File: config.mk
export PLATFORM = sky130hd
export DESIGN_NAME = min_max_tracking_stack_top
export DESIGN_NICKNAME = d
export VERILOG_FILES = /design/src/rtl/mmts_pkg.sv /design/src/rtl/mmts_ram.sv /design/src/rtl/mmts_ctrl.sv /design/src/rtl/mmts_dp.sv /design/src/rtl/min_max_tracking_stack_top.sv
export SDC_FILE = /design/constraint.sdc
export NUM_CORES = 2
export LEC_CHECK = 0
export ABC_AREA = 0
export BUFFER_PORTS_ARGS = -buffer_cell sky130_fd_sc_hd__buf_4
export CAP_MARGIN = 20
export CORE_MARGIN = 2
export CORE_UTILIZATION = 35
export DETAILED_ROUTE_END_ITERATION = 6
export PLACE_DENSITY_LB_ADDON = 0.05
export SYNTH_ARGS = -nofsm -noshare
export SYNTH_HDL_FRONTEND = slang
export SYNTH_SLANG_ARGS = --single-unit
File: constraint.sdc
create_clock -name clk -period 17.25 [get_ports clk]
set_input_delay 2.5875 -clock clk [delete_from_list [all_inputs] [get_ports clk]]
set_output_delay 2.5875 -clock clk [all_outputs]
set_load 0.02 [all_outputs]
File: src/rtl/mmts_pkg.sv
`default_nettype none
package mmts_pkg;

	localparam logic [1:0] REQ_PUSH  = 2'd0;
	localparam logic [1:0] REQ_POP   = 2'd1;
	localparam logic [1:0] REQ_CLEAR = 2'd2;

	localparam logic [1:0] STS_OK    = 2'd0;
	localparam logic [1:0] STS_FULL  = 2'd1;
	localparam logic [1:0] STS_EMPTY = 2'd2;

	localparam logic signed [31:0] INT_MIN = 32'sh8000_0000;
	localparam logic signed [31:0] INT_MAX = 32'sh7fff_ffff;

	typedef struct packed {
		logic [1:0]         req_type;
		logic signed [31:0] push_value;
	} req_word_t;

	typedef struct packed {
		logic signed [31:0] popped_value;
		logic signed [31:0] largest;
		logic signed [31:0] smallest;
		logic               is_empty;
		logic [1:0]         status;
	} rsp_word_t;

	typedef struct packed {
		logic start;
		logic pop_check;
		logic scan_step;
		logic scan_commit;
		logic load_out;
	} dp_cmd_t;

	typedef struct packed {
		logic fill_zero;
		logic full;
		logic need_scan;
		logic scan_last;
	} dp_sts_t;

endpackage
`default_nettype wire

File: src/rtl/mmts_ram.sv
`default_nettype none
module mmts_ram #(
	parameter int WIDTH = 32,
	parameter int DEPTH = 64
) (
	input  wire logic                     clk,
	input  wire logic                     we,
	input  wire logic [$clog2(DEPTH)-1:0] waddr,
	input  wire logic [WIDTH-1:0]         wdata,
	input  wire logic                     re,
	input  wire logic [$clog2(DEPTH)-1:0] raddr,
	output logic      [WIDTH-1:0]         rdata
);

	logic [WIDTH-1:0] mem [DEPTH];

	always_ff @(posedge clk) begin
		if (we) begin
			mem[waddr] <= wdata;
		end
		if (re) begin
			rdata <= mem[raddr];
		end
	end

endmodule
`default_nettype wire

File: src/rtl/mmts_ctrl.sv
`default_nettype none
module mmts_ctrl (
	input  wire logic             clk,
	input  wire logic             arst_n,
	input  wire logic             req_valid,
	input  wire logic [1:0]       req_type,
	output logic                  req_stall,
	output logic                  rsp_valid,
	input  wire logic             rsp_stall,
	output mmts_pkg::dp_cmd_t     cmd,
	input  wire mmts_pkg::dp_sts_t sts
);
	import mmts_pkg::*;

	localparam logic [2:0] ST_IDLE  = 3'd0;
	localparam logic [2:0] ST_POP   = 3'd1;
	localparam logic [2:0] ST_SCAN  = 3'd2;
	localparam logic [2:0] ST_DRAIN = 3'd3;
	localparam logic [2:0] ST_FIN   = 3'd4;

	logic [2:0] state_q;
	logic [2:0] state_nx;
	logic       rsp_valid_q;

	assign req_stall = (state_q != ST_IDLE);
	assign rsp_valid = rsp_valid_q;

	always_comb begin
		cmd             = '0;
		cmd.start       = req_valid && (state_q == ST_IDLE);
		cmd.pop_check   = (state_q == ST_POP);
		cmd.scan_step   = (state_q == ST_SCAN);
		cmd.scan_commit = (state_q == ST_DRAIN);
		cmd.load_out    = (state_q == ST_FIN) && (!rsp_valid_q || !rsp_stall);
	end

	always_comb begin
		state_nx = state_q;
		unique case (state_q)
			ST_IDLE: begin
				if (req_valid) begin
					state_nx = (req_type == REQ_POP && !sts.fill_zero) ? ST_POP : ST_FIN;
				end
			end
			ST_POP: begin
				state_nx = sts.need_scan ? ST_SCAN : ST_FIN;
			end
			ST_SCAN: begin
				if (sts.scan_last) begin
					state_nx = ST_DRAIN;
				end
			end
			ST_DRAIN: begin
				state_nx = ST_FIN;
			end
			ST_FIN: begin
				if (cmd.load_out) begin
					state_nx = ST_IDLE;
				end
			end
			default: begin
				state_nx = ST_IDLE;
			end
		endcase
	end

	always_ff @(posedge clk or negedge arst_n) begin
		if (!arst_n) begin
			state_q     <= ST_IDLE;
			rsp_valid_q <= 1'b0;
		end else begin
			state_q <= state_nx;
			if (cmd.load_out) begin
				rsp_valid_q <= 1'b1;
			end else if (!rsp_stall) begin
				rsp_valid_q <= 1'b0;
			end
		end
	end

endmodule
`default_nettype wire

File: src/rtl/mmts_dp.sv
`default_nettype none
module mmts_dp #(
	parameter int STACK_DEPTH = 64
) (
	input  wire logic               clk,
	input  wire logic               arst_n,
	input  wire mmts_pkg::req_word_t req_word,
	input  wire mmts_pkg::dp_cmd_t  cmd,
	output mmts_pkg::dp_sts_t       sts,
	output mmts_pkg::rsp_word_t     rsp_word
);
	import mmts_pkg::*;

	localparam int AW = $clog2(STACK_DEPTH);
	localparam int FW = $clog2(STACK_DEPTH + 1);

	logic [FW-1:0]      fill_q;
	logic signed [31:0] max_q;
	logic signed [31:0] min_q;
	logic signed [31:0] popped_q;
	logic [1:0]         status_q;
	logic               need_max_q;
	logic               need_min_q;
	logic [AW-1:0]      scan_addr_q;
	logic               rd_valid_q;
	logic signed [31:0] acc_max_q;
	logic signed [31:0] acc_min_q;
	rsp_word_t          rsp_q;

	logic               full;
	logic               fill_zero;
	logic               do_push;
	logic               do_pop;
	logic               ram_re;
	logic [AW-1:0]      ram_raddr;
	logic [31:0]        ram_rdata;
	logic signed [31:0] rd_s;
	logic signed [31:0] acc_max_nx;
	logic signed [31:0] acc_min_nx;

	assign full      = (fill_q == FW'(STACK_DEPTH));
	assign fill_zero = (fill_q == '0);
	assign do_push   = cmd.start && (req_word.req_type == REQ_PUSH) && !full;
	assign do_pop    = cmd.start && (req_word.req_type == REQ_POP) && !fill_zero;
	assign ram_re    = do_pop || cmd.scan_step;
	assign ram_raddr = cmd.scan_step ? scan_addr_q : AW'(fill_q - FW'(1));
	assign rd_s      = $signed(ram_rdata);

	mmts_ram #(
		.WIDTH (32),
		.DEPTH (STACK_DEPTH)
	) u_ram (
		.clk   (clk),
		.we    (do_push),
		.waddr (AW'(fill_q)),
		.wdata (req_word.push_value),
		.re    (ram_re),
		.raddr (ram_raddr),
		.rdata (ram_rdata)
	);

	// fold the word read last cycle into the running extremes
	always_comb begin
		acc_max_nx = acc_max_q;
		acc_min_nx = acc_min_q;
		if (rd_valid_q) begin
			if (rd_s > acc_max_q) begin
				acc_max_nx = rd_s;
			end
			if (rd_s < acc_min_q) begin
				acc_min_nx = rd_s;
			end
		end
	end

	always_comb begin
		sts           = '0;
		sts.fill_zero = fill_zero;
		sts.full      = full;
		sts.need_scan = !fill_zero && ((rd_s == max_q) || (rd_s == min_q));
		sts.scan_last = (scan_addr_q == AW'(fill_q - FW'(1)));
	end

	always_ff @(posedge clk or negedge arst_n) begin
		if (!arst_n) begin
			fill_q     <= '0;
			max_q      <= INT_MIN;
			min_q      <= INT_MAX;
			rd_valid_q <= 1'b0;
			need_max_q <= 1'b0;
			need_min_q <= 1'b0;
		end else begin
			if (cmd.start) begin
				unique case (req_word.req_type)
					REQ_PUSH: begin
						if (!full) begin
							fill_q <= fill_q + FW'(1);
							if (req_word.push_value > max_q) begin
								max_q <= req_word.push_value;
							end
							if (req_word.push_value < min_q) begin
								min_q <= req_word.push_value;
							end
						end
					end
					REQ_POP: begin
						if (!fill_zero) begin
							fill_q <= fill_q - FW'(1);
						end
					end
					REQ_CLEAR: begin
						fill_q <= '0;
						max_q  <= INT_MIN;
						min_q  <= INT_MAX;
					end
					default: begin
					end
				endcase
			end
			if (cmd.pop_check) begin
				need_max_q <= (rd_s == max_q);
				need_min_q <= (rd_s == min_q);
				rd_valid_q <= 1'b0;
				// last entry gone: back to sentinels
				if (fill_zero) begin
					max_q <= INT_MIN;
					min_q <= INT_MAX;
				end
			end
			if (cmd.scan_step) begin
				rd_valid_q <= 1'b1;
			end
			if (cmd.scan_commit) begin
				rd_valid_q <= 1'b0;
				if (need_max_q) begin
					max_q <= acc_max_nx;
				end
				if (need_min_q) begin
					min_q <= acc_min_nx;
				end
			end
		end
	end

	always_ff @(posedge clk) begin
		if (cmd.start) begin
			popped_q <= '0;
			if (req_word.req_type == REQ_PUSH && full) begin
				status_q <= STS_FULL;
			end else if (req_word.req_type == REQ_POP && fill_zero) begin
				status_q <= STS_EMPTY;
			end else begin
				status_q <= STS_OK;
			end
		end
		if (cmd.pop_check) begin
			popped_q    <= rd_s;
			scan_addr_q <= '0;
			acc_max_q   <= INT_MIN;
			acc_min_q   <= INT_MAX;
		end
		if (cmd.scan_step) begin
			scan_addr_q <= scan_addr_q + AW'(1);
			acc_max_q   <= acc_max_nx;
			acc_min_q   <= acc_min_nx;
		end
		if (cmd.load_out) begin
			rsp_q.popped_value <= popped_q;
			rsp_q.largest      <= max_q;
			rsp_q.smallest     <= min_q;
			rsp_q.is_empty     <= fill_zero;
			rsp_q.status       <= status_q;
		end
	end

	assign rsp_word = rsp_q;

endmodule
`default_nettype wire

File: src/rtl/min_max_tracking_stack_top.sv
`default_nettype none
// channel | valid     | stall     | word
// request | req_valid | req_stall | req_word (req_type, push_value)
// result  | rsp_valid | rsp_stall | rsp_word (popped_value, largest, smallest,
//         |           |           |           is_empty, status)
//
// Push, clear, refused requests and unused codes: accept, then load the result word.
// Pop that leaves both extremes alone, or pops the last entry: one RAM read of
// the top entry, then the result word.
// Pop that removes an extreme with N >= 1 entries left: top read, then a rescan
// that reads the stack RAM one entry a cycle through its single read port.
// Reset clears the fill count and sets the extremes to their sentinels; no
// RAM sweep is needed. One request at a time; a finished word waits in the
// output register while the next request is taken.
module min_max_tracking_stack_top #(
	parameter int STACK_DEPTH = 64
) (
	input  wire logic                clk,
	input  wire logic                arst_n,
	input  wire logic                req_valid,
	output logic                     req_stall,
	input  wire mmts_pkg::req_word_t req_word,
	output logic                     rsp_valid,
	input  wire logic                rsp_stall,
	output mmts_pkg::rsp_word_t      rsp_word
);
	import mmts_pkg::*;

	dp_cmd_t cmd;
	dp_sts_t sts;

	mmts_ctrl u_ctrl (
		.clk       (clk),
		.arst_n    (arst_n),
		.req_valid (req_valid),
		.req_type  (req_word.req_type),
		.req_stall (req_stall),
		.rsp_valid (rsp_valid),
		.rsp_stall (rsp_stall),
		.cmd       (cmd),
		.sts       (sts)
	);

	mmts_dp #(
		.STACK_DEPTH (STACK_DEPTH)
	) u_dp (
		.clk      (clk),
		.arst_n   (arst_n),
		.req_word (req_word),
		.cmd      (cmd),
		.sts      (sts),
		.rsp_word (rsp_word)
	);

	a_full_xor_empty: assert property (@(posedge clk) disable iff (!arst_n)
		!(sts.full && sts.fill_zero))
		else $error("stack both full and empty");

	a_busy_after_accept: assert property (@(posedge clk) disable iff (!arst_n)
		(req_valid && !req_stall) |=> req_stall)
		else $error("request taken while previous still in progress");

	a_no_overwrite: assert property (@(posedge clk) disable iff (!arst_n)
		cmd.load_out |-> (!rsp_valid || !rsp_stall))
		else $error("result word overwritten while stalled");

	a_scan_nonempty: assert property (@(posedge clk) disable iff (!arst_n)
		cmd.scan_step |-> !sts.fill_zero)
		else $error("rescan on empty stack");

endmodule
`default_nettype wire
==> results by group <==
Power
  – P_leak: 36.87 nW
  – Peak VDD IR: 0.2245 mV
  – Internal Power: about 0.013 W
  – Power Dens Cells: ~180 nW/um^2
  – Sw Ratio: 0.3549
  – Clock power share: 0.284
  – Comb power frac: 0.366
  – Part of the power in registers: 0.350
  – P_sw: roughly 0.0071 W

Worst setup path
  – CP max FO: roughly 70
  – CP Launch Point: u_ctrl.state_q[1]
  – Critical path type: flip-flop to flip-flop
  – CP Launch Type: flip-flop
  – WP data arrival: about 6.7 ns
  – R2R Setup Slk: around 11 ns
  – Worst Reg-to-Reg Cells: 11
  – Crit end category: flip-flop
  – Reg-to-reg endpoint: u_dp.u_ram.rdata[21]
  – Setup crit end: u_dp.u_ram.rdata[21]
  – Req. time, crit path: around 18 ns
  – R2R Path Start: u_ctrl.state_q[1]

Clock network
  – Post-CTS setup buffers: 0
  – Hold Buf Count CTS: 0
  – Clk root buf: clkbuf_16
  – Worst skew pair latency: between 0.8 and 0.9 ns
  – Clock sink total: about 2400
  – CTS tree: built
  – CTS max path bufs: 4
  – TritonCTS Buffers: approximately 280
  – Post-CTS Resized: 0
  – H-tree lvl count: 5
  – Clock slew at reported path FFs: 0.06 ns

Floorplan
  – FP Rows: between 150 and 200
  – DIE AREA: between 200000 and 300000 um^2
  – Core Area: about 270000 um^2
  – Die W: approximately 530 um
  – I/O pin count: between 100 and 150
  – Die Height: between 500 and 600 um
  – Initial core utilization: 0.3525

Placed design
  – Detailed Place HPWL: 165200 um
  – Final GP Congestion: about 0.8
  – Placement Setup Slack: ~11 ns
  – Area post-placement: approximately 100000 um^2
  – Port bufs: about 140

Synthesis
  – Synth Area in Adders: 0.01739
  – Mapped cell area: 95700 um^2
  – Ys Warns: 0
  – Largest family of logic cells by synthesized area: multiplexers
  – Dominant synthesized flop cell: edfxtp_1
  – Compound-gate portion of the synthesized area: 0.01480
  – Syn Nets: slightly below 5000
  – Portion of netlist area occupied by mux cells: 0.1841
  – Synth unique cells: 63
  – Post-Synth XOR/XNOR Area: 0.007139
  – Simple-gate share of the synthesized area: 0.02126
  – Synth top area cells: edfxtp_1 72%, mux4_2 12%, mux2i_1 6.3%
  – Top-area cell type share of the netlist area: 0.7164
  – EDFF count, synth: approximately 2300
  – Area leader, netlist: edfxtp_1
  – Sequential share of the synthesized area: 0.7372
  – Synth Register Bits: ~2400
  – Async set-reset flop share out of synthesis: 0.03304
  – Syn avg cell area: 20.45 um^2
  – Cells after synthesis: about 4700

Timing
  – Setup Skew: 0.04659 ns
  – Fmax: about 160 MHz
  – TNS Setup: 0 ns
  – Min Tclk post-route: about 6.1 ns
  – Max-Slew Margin vs Limit: 0.2027
  – PnR worst setup slack: approximately 11 ns
  – Slew @ Worst Pin: 1.163 ns
  – Final setup viols: 0
  – Hold Vio Cnt, Final: 0
  – RSZ-0062 raised after global routing: no
  – Period utilisation layout: 0.3542
  – Count of final max-slew check failures: 0

GRT
  – Total track usage: 0.2093
  – Initial antenna violation count: 29
  – Grt total ovfl: 0
  – Largest net degree at the start of global routing: approximately 110
  – Vias in the first global route: 49031
  – Global-route wire length before repair: approximately 410000 um

Route
  – Detailed Routing Iterations Pass 1: 5
  – Post-Route WL: between 200000 and 300000 um
  – Routed WL per cell: between 30 and 40 um
  – Vias: between 40000 and 50000
  – Vias per cell: about 5.3
  – Post-route DRC: 0
  – Detail Route Antenna Nets: 0
  – Initial DRC Count: ~4300

Final layout
  – Util after Layout: 0.4082
  – Share of cells above drive strength 1: 0.2500
  – NumNets Final: ~5200
  – Final instance area: between 100000 and 150000 um^2
  – P&R area growth vs syn: 15.79%

Outcome
  – Status: completed

Job
  – Max Cap Violations: 0

Hold path
  – Hold Crit Class: flip-flop to flip-flop
-- worst max-delay path, cell delays in order (launching register included) --
cell and delay [ns]:
dfrtp_1 0.54, or3b_2 0.47, buf_4 0.36, nor2_1 0.26, a21o_4 0.66, buf_12 0.54, buf_12 0.55, mux4_2 0.59
mux2i_1 0.18, mux2i_1 0.29, mux2i_1 0.89, mux2i_1 0.19
-- state kept, by name, summed over array words and instances, names as in the netlist, 6 cells and up --
register,cells
u_dp.u_ram.rdata,32
u_dp.scan_addr_q,6
u_dp.rsp_word,99
u_dp.acc_max_q,32
u_dp.fill_q,7
u_dp.popped_q,32
u_dp.min_q,32
u_dp.u_ram.mem,2048
u_dp.max_q,32
u_dp.acc_min_q,32
-- how the worst min path moves through the flow --
stage / endpoint / slack [ns] / cells after the start / from
after detailed placement: u_dp.rsp_word[81] / 0.40 / 0 / u_dp.popped_q[14]
after global routing: u_dp.rsp_word[77] / 0.42 / 0 / u_dp.popped_q[10]
final: u_dp.rsp_word[88] / 0.41 / 0 / u_dp.popped_q[21]
after global placement: u_dp.rsp_word[81] / 0.41 / 0 / u_dp.popped_q[14]
after floorplan: u_dp.rsp_word[0] / 0.40 / 0 / u_dp.status_q[0]
after CTS: u_dp.rsp_word[88] / 0.40 / 0 / u_dp.popped_q[21]
-- Yosys cell counts (7+ instances only) --
cell type,instances
buf_6,31
nor4_1,22
and3_1,9
o22ai_1,35
xnor2_1,8
nand2_1,74
a211oi_1,16
a31oi_1,9
mux4_2,512
xor2_1,70
nor3_1,12
mux2i_1,601
buf_4,23
and2_1,63
nor2b_1,9
o21ai_0,31
dfrtp_1,46
a21oi_1,42
nor2_1,130
dfstp_2,32
nand4_1,22
clkbuf_1,61
edfxtp_1,2283
a21o_1,10
inv_1,142
nand3_1,35
o211ai_1,10
a22oi_1,29
buf_2,47
nand2b_1,7
buf_1,58
ha_1,133
-- kinds of logic (layout without fill, tap and decap cells) --
group                    after synthesis  count (layout)
multiplexers                        1119            1119
AO/OA/AOI/OAI                        217             217
adder cells (fa/ha/maj)              133             133
flip-flops                          2361            2361
buffers and inverters                362             954
AND/OR/NAND/NOR                      410             410
XOR/XNOR                              78              78
other                                  0               8
-- power groups by stage --
stage | Combinational, W | Clock [W] | Sequential (W)
2_1_floorplan | 0.00446 | 0 | 0.00710
3_3_place_gp | 0.00750 | 0 | 0.00709
3_5_place_dp | 0.00750 | 0 | 0.00710
4_1_cts | 0.00751 | 0.00581 | 0.00698
5_1_grt | 0.00776 | 0.00603 | 0.00700
6_report | 0.00728 | 0.00566 | 0.00698
-- cell type report --
cell class                      instances  area (um^2)
Fill cell                           24138       160700
Sequential cell                      2361        70550
Multi-Input combinational cell       1957        24050
Clock buffer                          354         7378
Tap cell                             3570         4467
Timing Repair Buffer                  316         2559
Clock inverter                        142         1256
Inverter                              142        533.0
Antenna cell                            8        20.02
-- layer usage --
| layer | up-vias | wire (um) | track usage |
|---|---|---|---|
| met5 | - | 0 | 0 |
| met2 | 1274 | 138200 | 0.3348 |
| li1 | 19962 | - | - |
| met1 | 25621 | 131400 | 0.2971 |
| met3 | 340 | 16790 | 0.03764 |
| met4 | 0 | 6747 | 0.04844 |
-- through the flow --
step / instances / hold slack, ns / power [W]
after floorplan: 4680 / 0.4003 / 0.01156
after global placement: 8344 / 0.4065 / 0.01459
after detailed placement: 8346 / 0.4045 / 0.01459
after CTS: 8842 / 0.4020 / 0.02030
after global routing: 8844 / 0.4231 / 0.02079
final: 8850 / 0.4060 / 0.01992
-- placed cells by master, fill, tap and decap left out, types with 7 or more instances in the layout --
cell | Yosys | routed
o22ai_1 | 35 | 35
dfstp_2 | 32 | 32
xor2_1 | 70 | 70
nor4_1 | 22 | 21
bufinv_16 | 0 | 19
mux4_2 | 512 | 512
nor2_4 | 0 | 65
a31oi_1 | 9 | 9
ha_1 | 133 | 133
nor2b_1 | 9 | 8
xnor2_1 | 8 | 8
a22oi_1 | 29 | 29
and2_1 | 63 | 63
mux2i_1 | 601 | 600
clkinv_2 | 0 | 37
inv_6 | 0 | 10
nand3_1 | 35 | 34
nor3_1 | 12 | 12
buf_4 | 23 | 301
nor2_1 | 130 | 65
a21o_1 | 10 | 9
o211ai_1 | 10 | 10
nand4_1 | 22 | 22
buf_12 | 0 | 13
nand2b_1 | 7 | 7
clkinv_1 | 0 | 61
a211oi_1 | 16 | 16
a21oi_1 | 42 | 38
clkbuf_1 | 61 | 68
and3_1 | 9 | 8
o21ai_0 | 31 | 31
inv_1 | 142 | 142
clkinv_8 | 0 | 8
nand2_1 | 74 | 73
clkbuf_16 | 0 | 283
dfrtp_1 | 46 | 46
edfxtp_1 | 2283 | 2283
diode_2 | 0 | 8
Power figures use the tool's default switching activity.
